File: src/rtl/ndig_pkg.sv
// ndig_pkg: shared types and constants for the N-d index generator.
// No dependencies.
package ndig_pkg;
  localparam int unsigned NumRegs = 7;
  localparam logic [2:0] REG_DIMS  = 3'd0;
  localparam logic [2:0] REG_EXT0  = 3'd1;
  localparam logic [2:0] REG_EXT1  = 3'd2;
  localparam logic [2:0] REG_EXT2  = 3'd3;
  localparam logic [2:0] REG_EXT3  = 3'd4;
  localparam logic [2:0] REG_AXIS  = 3'd5;
  localparam logic [2:0] REG_FLOAT = 3'd6;
  localparam logic CMD_START = 1'b0;
  localparam logic CMD_STEP  = 1'b1;

  typedef struct packed {
    logic        command;
    logic [31:0] start_offset;
    logic [15:0] element_count;
  } in_word_t;

  typedef struct packed {
    logic [31:0] selected_value;
    logic [31:0] coord_0;
    logic [31:0] coord_1;
    logic [31:0] coord_2;
    logic [31:0] coord_3;
    logic        last_of_job;
  } out_word_t;

  typedef enum logic [2:0] {
    ST_IDLE, ST_DIV_INIT, ST_DIV_RUN, ST_DIV_STORE, ST_DONE
  } state_t;

  typedef struct packed {
    logic load_start;
    logic div_init;
    logic div_run;
    logic div_store;
    logic do_step;
  } cmd_t;

  typedef struct packed {
    logic div_last_bit;
    logic dims_done;
    logic have_elems;
  } stat_t;

  // IEEE single encoding of an unsigned 32-bit value, round to nearest even
  function automatic logic [31:0] to_single(input logic [31:0] v);
    logic [4:0]  p;
    logic [31:0] norm;
    logic [23:0] mant;
    logic [7:0]  expo;
    logic        g, s;
    logic [24:0] rnd;
    p = 5'd0;
    for (int i = 0; i < 32; i++) if (v[i]) p = 5'(i);
    norm = v << (5'd31 - p);
    mant = norm[31:8];
    g = norm[7];
    s = |norm[6:0];
    rnd = {1'b0, mant} + 25'(g & (s | mant[0]));
    expo = 8'd127 + {3'd0, p};
    if (rnd[24]) begin
      expo = expo + 8'd1;
      rnd = rnd >> 1;
    end
    to_single = (v == 32'd0) ? 32'd0 : {1'b0, expo, rnd[22:0]};
  endfunction
endpackage

File: src/rtl/ndig_ctrl.sv
// ndig_ctrl: controller FSM for start decomposition and steps.
// Depends on ndig_pkg.
module ndig_ctrl (
  input  logic              clk,
  input  logic              rst_n,
  input  logic              in_fire,
  input  logic              in_cmd,
  input  logic              out_free,
  input  ndig_pkg::stat_t   stat,
  output logic              busy,
  output ndig_pkg::cmd_t    cmd
);
  ndig_pkg::state_t state_r, state_nxt;

  always_ff @(posedge clk) begin
    if (!rst_n) state_r <= ndig_pkg::ST_IDLE;
    else state_r <= state_nxt;
  end

  always_comb begin
    state_nxt = state_r;
    case (state_r)
      ndig_pkg::ST_IDLE:
        if (in_fire && in_cmd == ndig_pkg::CMD_START) state_nxt = ndig_pkg::ST_DIV_INIT;
      ndig_pkg::ST_DIV_INIT:
        state_nxt = stat.dims_done ? ndig_pkg::ST_IDLE : ndig_pkg::ST_DIV_RUN;
      ndig_pkg::ST_DIV_RUN:
        if (stat.div_last_bit) state_nxt = ndig_pkg::ST_DIV_STORE;
      ndig_pkg::ST_DIV_STORE:
        state_nxt = ndig_pkg::ST_DIV_INIT;
      default: state_nxt = ndig_pkg::ST_IDLE;
    endcase
  end

  always_comb begin
    cmd = '0;
    busy = 1'b1;
    case (state_r)
      ndig_pkg::ST_IDLE: begin
        busy = !out_free;
        cmd.load_start = in_fire && in_cmd == ndig_pkg::CMD_START;
        cmd.do_step = in_fire && in_cmd == ndig_pkg::CMD_STEP && stat.have_elems;
      end
      ndig_pkg::ST_DIV_INIT: cmd.div_init = !stat.dims_done;
      ndig_pkg::ST_DIV_RUN: cmd.div_run = 1'b1;
      ndig_pkg::ST_DIV_STORE: cmd.div_store = 1'b1;
      default: cmd = '0;
    endcase
  end
endmodule

File: src/rtl/ndig_datapath.sv
// ndig_datapath: config registers, coordinates, bit-serial divider, output register.
// Depends on ndig_pkg.
module ndig_datapath #(
  parameter int unsigned MAX_DIMS = 4
) (
  input  logic                clk,
  input  logic                rst_n,
  input  logic                cfg_fire,
  input  logic [2:0]          cfg_index,
  input  logic [31:0]         cfg_data,
  input  ndig_pkg::in_word_t  in_word,
  input  ndig_pkg::cmd_t      cmd,
  input  logic                out_ready,
  output ndig_pkg::stat_t     stat,
  output logic                out_free,
  output logic                out_valid,
  output ndig_pkg::out_word_t out_word
);
  localparam int unsigned LIM = (MAX_DIMS < 4) ? MAX_DIMS : 4;

  logic [2:0]  dims_r;
  logic [15:0] ext_r [4];
  logic [1:0]  axis_r;
  logic        flt_r;
  logic [31:0] crd_r [4];
  logic [15:0] rem_r;
  logic [31:0] quo_r;
  logic [15:0] part_r;
  logic [4:0]  bit_r;
  logic [2:0]  dim_r;
  logic        ov_r;
  ndig_pkg::out_word_t ow_r;

  logic [2:0]  n;
  logic [15:0] ee [4];
  logic [1:0]  dsel;
  logic [16:0] trial;
  logic [31:0] enc [4];
  logic [31:0] nc [4];
  logic        carry;

  assign n = (dims_r > 3'(LIM)) ? 3'(LIM) : dims_r;
  always_comb for (int i = 0; i < 4; i++) ee[i] = (ext_r[i] == 16'd0) ? 16'd1 : ext_r[i];
  assign dsel = 2'(dim_r - 3'd1);
  assign trial = {part_r, quo_r[31]};

  assign stat.div_last_bit = (bit_r == 5'd31);
  assign stat.dims_done = (dim_r == 3'd0);
  assign stat.have_elems = (rem_r != 16'd0);
  assign out_free = !ov_r || out_ready;
  assign out_valid = ov_r;
  assign out_word = ow_r;

  always_comb begin
    for (int i = 0; i < 4; i++)
      enc[i] = (3'(i) < n) ? (flt_r ? ndig_pkg::to_single(crd_r[i]) : crd_r[i]) : 32'd0;
    carry = 1'b1;
    for (int d = 3; d >= 0; d--) begin
      nc[d] = crd_r[d];
      if (carry && 3'(d) < n) begin
        nc[d] = crd_r[d] + 32'd1;
        if (d != 0 && nc[d] >= {16'd0, ee[d]}) nc[d] = 32'd0;
        else carry = 1'b0;
      end
    end
  end

  always_ff @(posedge clk) begin
    if (!rst_n) begin
      dims_r <= 3'd1;
      for (int i = 0; i < 4; i++) ext_r[i] <= 16'd1;
      axis_r <= 2'd0;
      flt_r <= 1'b0;
      for (int i = 0; i < 4; i++) crd_r[i] <= 32'd0;
      rem_r <= 16'd0;
      dim_r <= 3'd0;
      bit_r <= 5'd0;
      ov_r <= 1'b0;
    end else begin
      if (cfg_fire) begin
        case (cfg_index)
          ndig_pkg::REG_DIMS:  dims_r <= cfg_data[2:0];
          ndig_pkg::REG_EXT0:  ext_r[0] <= cfg_data[15:0];
          ndig_pkg::REG_EXT1:  ext_r[1] <= cfg_data[15:0];
          ndig_pkg::REG_EXT2:  ext_r[2] <= cfg_data[15:0];
          ndig_pkg::REG_EXT3:  ext_r[3] <= cfg_data[15:0];
          ndig_pkg::REG_AXIS:  axis_r <= cfg_data[1:0];
          ndig_pkg::REG_FLOAT: flt_r <= cfg_data[0];
          default: ;
        endcase
      end
      if (ov_r && out_ready && !cmd.do_step) ov_r <= 1'b0;
      if (cmd.load_start) begin
        for (int i = 0; i < 4; i++) crd_r[i] <= 32'd0;
        rem_r <= in_word.element_count;
        quo_r <= in_word.start_offset;
        dim_r <= n;
      end
      if (cmd.div_init) begin
        part_r <= 16'd0;
        bit_r <= 5'd0;
      end
      if (cmd.div_run) begin
        // restoring division, one quotient bit per cycle
        if (trial >= {1'b0, ee[dsel]}) begin
          part_r <= 16'(trial - {1'b0, ee[dsel]});
          quo_r <= {quo_r[30:0], 1'b1};
        end else begin
          part_r <= trial[15:0];
          quo_r <= {quo_r[30:0], 1'b0};
        end
        bit_r <= bit_r + 5'd1;
      end
      if (cmd.div_store) begin
        crd_r[dsel] <= {16'd0, part_r};
        dim_r <= dim_r - 3'd1;
      end
      if (cmd.do_step) begin
        ov_r <= 1'b1;
        ow_r.selected_value <= ({1'b0, axis_r} < n) ? enc[axis_r] : 32'd0;
        ow_r.coord_0 <= enc[0];
        ow_r.coord_1 <= enc[1];
        ow_r.coord_2 <= enc[2];
        ow_r.coord_3 <= enc[3];
        ow_r.last_of_job <= (rem_r == 16'd1);
        rem_r <= rem_r - 16'd1;
        for (int i = 0; i < 4; i++) crd_r[i] <= nc[i];
      end
    end
  end
endmodule

File: src/rtl/nd_index_generator.sv
// nd_index_generator: mixed-radix N-d index counter, top level.
// Step: one word per cycle while the output is not stalled; the result is registered
// and valid in the next cycle. Start: a bit-serial 32-bit divider per active dimension.
// Reset: synchronous active-low rst_n; registers to defaults, coordinates
// and remaining count to zero. Depends on ndig_pkg, ndig_ctrl, ndig_datapath.
module nd_index_generator #(
  parameter int unsigned MAX_DIMS = 4
) (
  input  logic                clk,
  input  logic                rst_n,
  input  logic                in_valid,
  output logic                in_ready,
  input  ndig_pkg::in_word_t  in_data,
  output logic                out_valid,
  input  logic                out_ready,
  output ndig_pkg::out_word_t out_data,
  input  logic                cfg_valid,
  output logic                cfg_ready,
  input  logic [2:0]          cfg_index,
  input  logic [31:0]         cfg_data
);
  ndig_pkg::cmd_t  cmd;
  ndig_pkg::stat_t stat;
  logic busy, out_free, in_fire;

  assign in_ready = !busy;
  assign in_fire = in_valid && in_ready;
  assign cfg_ready = 1'b1;

  ndig_ctrl u_ctrl (
    .clk(clk), .rst_n(rst_n), .in_fire(in_fire), .in_cmd(in_data.command),
    .out_free(out_free), .stat(stat), .busy(busy), .cmd(cmd)
  );

  ndig_datapath #(.MAX_DIMS(MAX_DIMS)) u_dp (
    .clk(clk), .rst_n(rst_n), .cfg_fire(cfg_valid), .cfg_index(cfg_index),
    .cfg_data(cfg_data), .in_word(in_data), .cmd(cmd), .out_ready(out_ready),
    .stat(stat), .out_free(out_free), .out_valid(out_valid), .out_word(out_data)
  );

  a_step_out: assert property (@(posedge clk) disable iff (!rst_n)
    cmd.do_step |=> out_valid) else $error("step gave no result");
  a_no_step_in_div: assert property (@(posedge clk) disable iff (!rst_n)
    cmd.div_run |-> !in_ready) else $error("input taken during division");
  a_hold: assert property (@(posedge clk) disable iff (!rst_n)
    out_valid && !out_ready |=> $stable(out_data)) else $error("result changed");
endmodule

File: config.mk
export PLATFORM = sky130hd
export DESIGN_NAME = nd_index_generator
export DESIGN_NICKNAME = d
export VERILOG_FILES = /design/src/rtl/ndig_pkg.sv /design/src/rtl/ndig_ctrl.sv /design/src/rtl/ndig_datapath.sv /design/src/rtl/nd_index_generator.sv
export SDC_FILE = /design/constraint.sdc
export NUM_CORES = 2
export LEC_CHECK = 0
export ABC_AREA = 1
export CAP_MARGIN = 10
export CORE_ASPECT_RATIO = 0.8
export CORE_UTILIZATION = 52
export CTS_CLUSTER_DIAMETER = 40
export DETAILED_ROUTE_END_ITERATION = 6
export DONT_BUFFER_PORTS = 1
export GPL_TIMING_DRIVEN = 0
export PLACE_DENSITY = 0.67
export SYNTH_ARGS = -nofsm -noshare
export SYNTH_HDL_FRONTEND = slang
export SYNTH_HIERARCHICAL = 1
export SYNTH_SLANG_ARGS = --single-unit
File: constraint.sdc
create_clock -name clk -period 10.8 [get_ports clk]
set_input_delay 0 -clock clk [delete_from_list [all_inputs] [get_ports clk]]
set_output_delay 0 -clock clk [all_outputs]
set_load 0.01 [all_outputs]
==> results.json <==
{
  "ys_seq_elements": 434,
  "antenna_found_initial": 13,
  "synthArstFlopShare_pct": 0,
  "die-area_sq_um": 72000,
  "swShare_pct": 47.6,
  "max_freq_mhz": 144,
  "r2r_slack_ns": 3.86,
  "ios": 253,
  "reg2reg_depth": 28,
  "status": "finished with violations",
  "crit_path_end_kind": "register",
  "setup_viol": 0,
  "area_delta_synth_final_pct": 11.3,
  "post_drt_wl_per_cell_um": 25.7,
  "vias": 43467,
  "avgSynthCellArea_sq_um": 6.56,
  "ant_nets": 0,
  "hold_viol": 0,
  "root_buffer": "clkbuf_16",
  "crit_required_ns": 11.31,
  "cts_setup_buffers": 0,
  "worstMarginPinSlew_ns": 1.13,
  "rsz0062_at_grt": "no",
  "grt_pass1_vias": 38347,
  "p_leak_uw": 0.0186,
  "post-dp-hpwl_um": 136000,
  "r2r-start": "u_dp/dim_r[0]",
  "seqPwrFrac_pct": 27.7,
  "drc_errors": 11,
  "final.setup.tns_ns": 0,
  "clock-sinks": 434,
  "violations": "DRC",
  "yosys_warnings": 6,
  "grt_pass1_wl_um": 251000,
  "cts_buffers": 56,
  "power_density_nw_per_um2": 187,
  "synth_edf_count": 353,
  "drtPass1Iterations": 7,
  "layout.nets": 5975,
  "grt_max_degree": 73,
  "yosysUniqueCellTypes": 73,
  "ys_top_cells_by_area": "edfxtp_1 29%, nand2_1 17%, nand3_1 14%, nor2_1 5.6%, inv_1 5.4%",
  "start_kind": "register",
  "grt_overflow": 0,
  "cts.repair.resized": 0,
  "vias_per_cell": 6.42,
  "hp-class": "in2reg",
  "crit_path_end": "u_dp/part_r[10]",
  "worstPathMaxFanout": 12,
  "internal_power_uw": 4020,
  "p_sw_uw": 3650,
  "fin_crit_sh_pct": 64.3,
  "cts.path.max_buffers": 3,
  "row_count": 86,
  "initial_core_util_pct": 53.1,
  "fin_crit_ns": 6.94,
  "cts_htree_levels": 2,
  "slowest_delay_ns": 0.60,
  "cp.arrival_ns": 7.45,
  "finalMaxSlewViolations": 0,
  "clk_latency_ns": 0.68,
  "fp.coreArea_sq_um": 69500,
  "cts_hold_buffers": 82,
  "clk_pin_slew_worst_paths_ns": 0.07,
  "synth_area_sq_um": 36900,
  "yosysTopAreaCell": "edfxtp_1",
  "cts_tree": "built",
  "reg2reg_to": "u_dp/part_r[10]",
  "netlist.area_leader.share_pct": 28.7,
  "drtIter0Drc": 7726,
  "die_y_um": 240,
  "peakVddDrop_uv": 151,
  "port_buffers": 0,
  "ys.flop_type": "edfxtp_1",
  "gp_congestion": 1.12,
  "slowest_stage": "nor2_1",
  "fin_skew_ns": 0.0667,
  "die_x_um": 300,
  "track_usage_pct": 46.9,
  "worstSetupPathType": "reg2reg",
  "yosysSeqAreaShare_pct": 33.1,
  "layout-drive-gt1-share_pct": 5.52,
  "slew_headroom_pct": 24.7,
  "fill_cells": 6687,
  "crit_path_start": "u_dp/dim_r[0]",
  "synthCells": 5630,
  "fin_total_pwr_uw": 7670,
  "cap_violations": 0,
  "hold_start": "in_data[12]",
  "routed_wirelength_um": 174000,
  "clockPowerShare_pct": 25.7,
  "p_comb_share_pct": 46.6
}
[logic make-up after synthesis]
logic type               Yosys count  share of synthesized area, %
buffers and inverters            825                          9.27
AND/OR/NAND/NOR                 3606                          42.9
flip-flops                       434                          33.1
other                              2                        0.0203
AO/OA/AOI/OAI                    524                          8.05
XOR/XNOR                         143                          3.39
adder cells (fa/ha/maj)           96                          3.28
[per-stage QoR]
step / setup WS (ns) / cell area, sq um / hold slack, ns / utilization [%] / std cells
2_1_floorplan: 1.14 / 37000 / 0.132 / - / 5645
5_1_grt: 3.30 / 41100 / 0.0442 / 59.1 / 6764
3_3_place_gp: -3.25 / 38100 / 0.145 / 54.8 / 6569
3_5_place_dp: 4.29 / 38200 / 0.146 / 55.0 / 6574
4_1_cts: 4.22 / 41100 / 0.00797 / 59.1 / 6762
6_report: 3.86 / 41100 / 0.0343 / 59.1 / 6770
[worst max-delay path: cells and delay by family, from the launching register on]
family	cells	cell delay, ns
adder cells (fa/ha/maj)	2	0.59
AO/OA/AOI/OAI	12	2.25
buffers and inverters	8	2.18
AND/OR/NAND/NOR	6	1.33
flip-flops	1	0.41
[flip-flops by register name, summed over array words and instances (netlist names), 2 cells and up]
name,flops
u_dp/ext_r,64
u_dp/axis_r,2
u_dp/dim_r,3
u_dp/part_r,16
u_dp/dims_r,3
u_dp/bit_r,5
u_dp/rem_r,16
u_dp/out_word,161
u_dp/crd_r,128
u_dp/quo_r,32
u_ctrl/state_r,2
[cells in the mapped netlist, types with 18 or more instances]
cell type  count
o211ai_1      20
nor3_1        83
o21ai_0      178
nor2_2        21
nor4_1        46
clkinv_1      18
nand2_1     1669
nand3_1     1063
buf_2         64
edfxtp_1     353
o22ai_1       40
ha_1          95
buf_6         19
inv_1        527
clkbuf_1     131
o21ai_1       19
inv_2         21
xor2_1       126
a21oi_1      189
buf_1         29
nor2_1       553
dfxtp_1       81
nand4_1       77
nand2_2       27
[power by group through the flow]
stage	combinational (uW)	clock [uW]	sequential (uW)
global route	3800	2050	2120
floorplan	2270	0	2080
finish	3580	1970	2120
detailed placement	3300	0	2140
CTS	3340	1970	2110
global placement	3300	0	2150
[layout make-up]
cell class,instances,area [sq um],area share (%)
antenna,8,20.0,0.0487
buffer,257,1280,3.12
clock buffer,64,1460,3.56
clock inverter,42,547,1.33
inverter,568,2140,5.21
multi-input combinational,4386,21300,51.9
sequential,434,12200,29.7
tap,924,1160,2.81
timing repair buffer,87,918,2.24
[worst min-delay path by stage]
stage | end | slack, ns | depth (start not counted)
after floorplan | u_ctrl/state_r[1] | 0.13 | 2
after global placement | u_dp/rem_r[12] | 0.14 | 2
after detailed placement | u_dp/rem_r[12] | 0.15 | 2
after CTS | u_dp/rem_r[10] | 0.008 | 6
after global routing | u_dp/rem_r[12] | 0.04 | 3
final | u_dp/rem_r[12] | 0.03 | 3
[per-layer routing]
metal / part of all wire [%] / wire [um] / up-vias / track usage [%]
met3: 17 / 30100 / 589 / 17.4
met5: 0.046 / 80 / - / 0
li1: - / - / 19161 / -
met2: 39 / 67100 / 3809 / 63.1
met1: 39 / 67900 / 19896 / 66.1
met4: 5.1 / 8800 / 12 / 20.2
[layout by cell type, fill, tap and decap left out, types with 20 or more instances in the layout]
| cell type | n |
|---|---|
| o211ai_1 | 20 |
| clkbuf_16 | 57 |
| nand2_1 | 1669 |
| clkinv_1 | 22 |
| nand4_1 | 77 |
| dfxtp_1 | 81 |
| nor2_2 | 21 |
| xor2_1 | 126 |
| nor2_1 | 553 |
| nor4_1 | 46 |
| dlygate4sd3_1 | 82 |
| nor3_1 | 83 |
| inv_1 | 527 |
| a21oi_1 | 188 |
| nand2_2 | 27 |
| o22ai_1 | 40 |
| buf_1 | 29 |
| nand3_1 | 1063 |
| edfxtp_1 | 353 |
| buf_2 | 64 |
| clkbuf_1 | 136 |
| inv_2 | 21 |
| ha_1 | 95 |
| o21ai_0 | 178 |
Power figures use the tool's default switching activity.
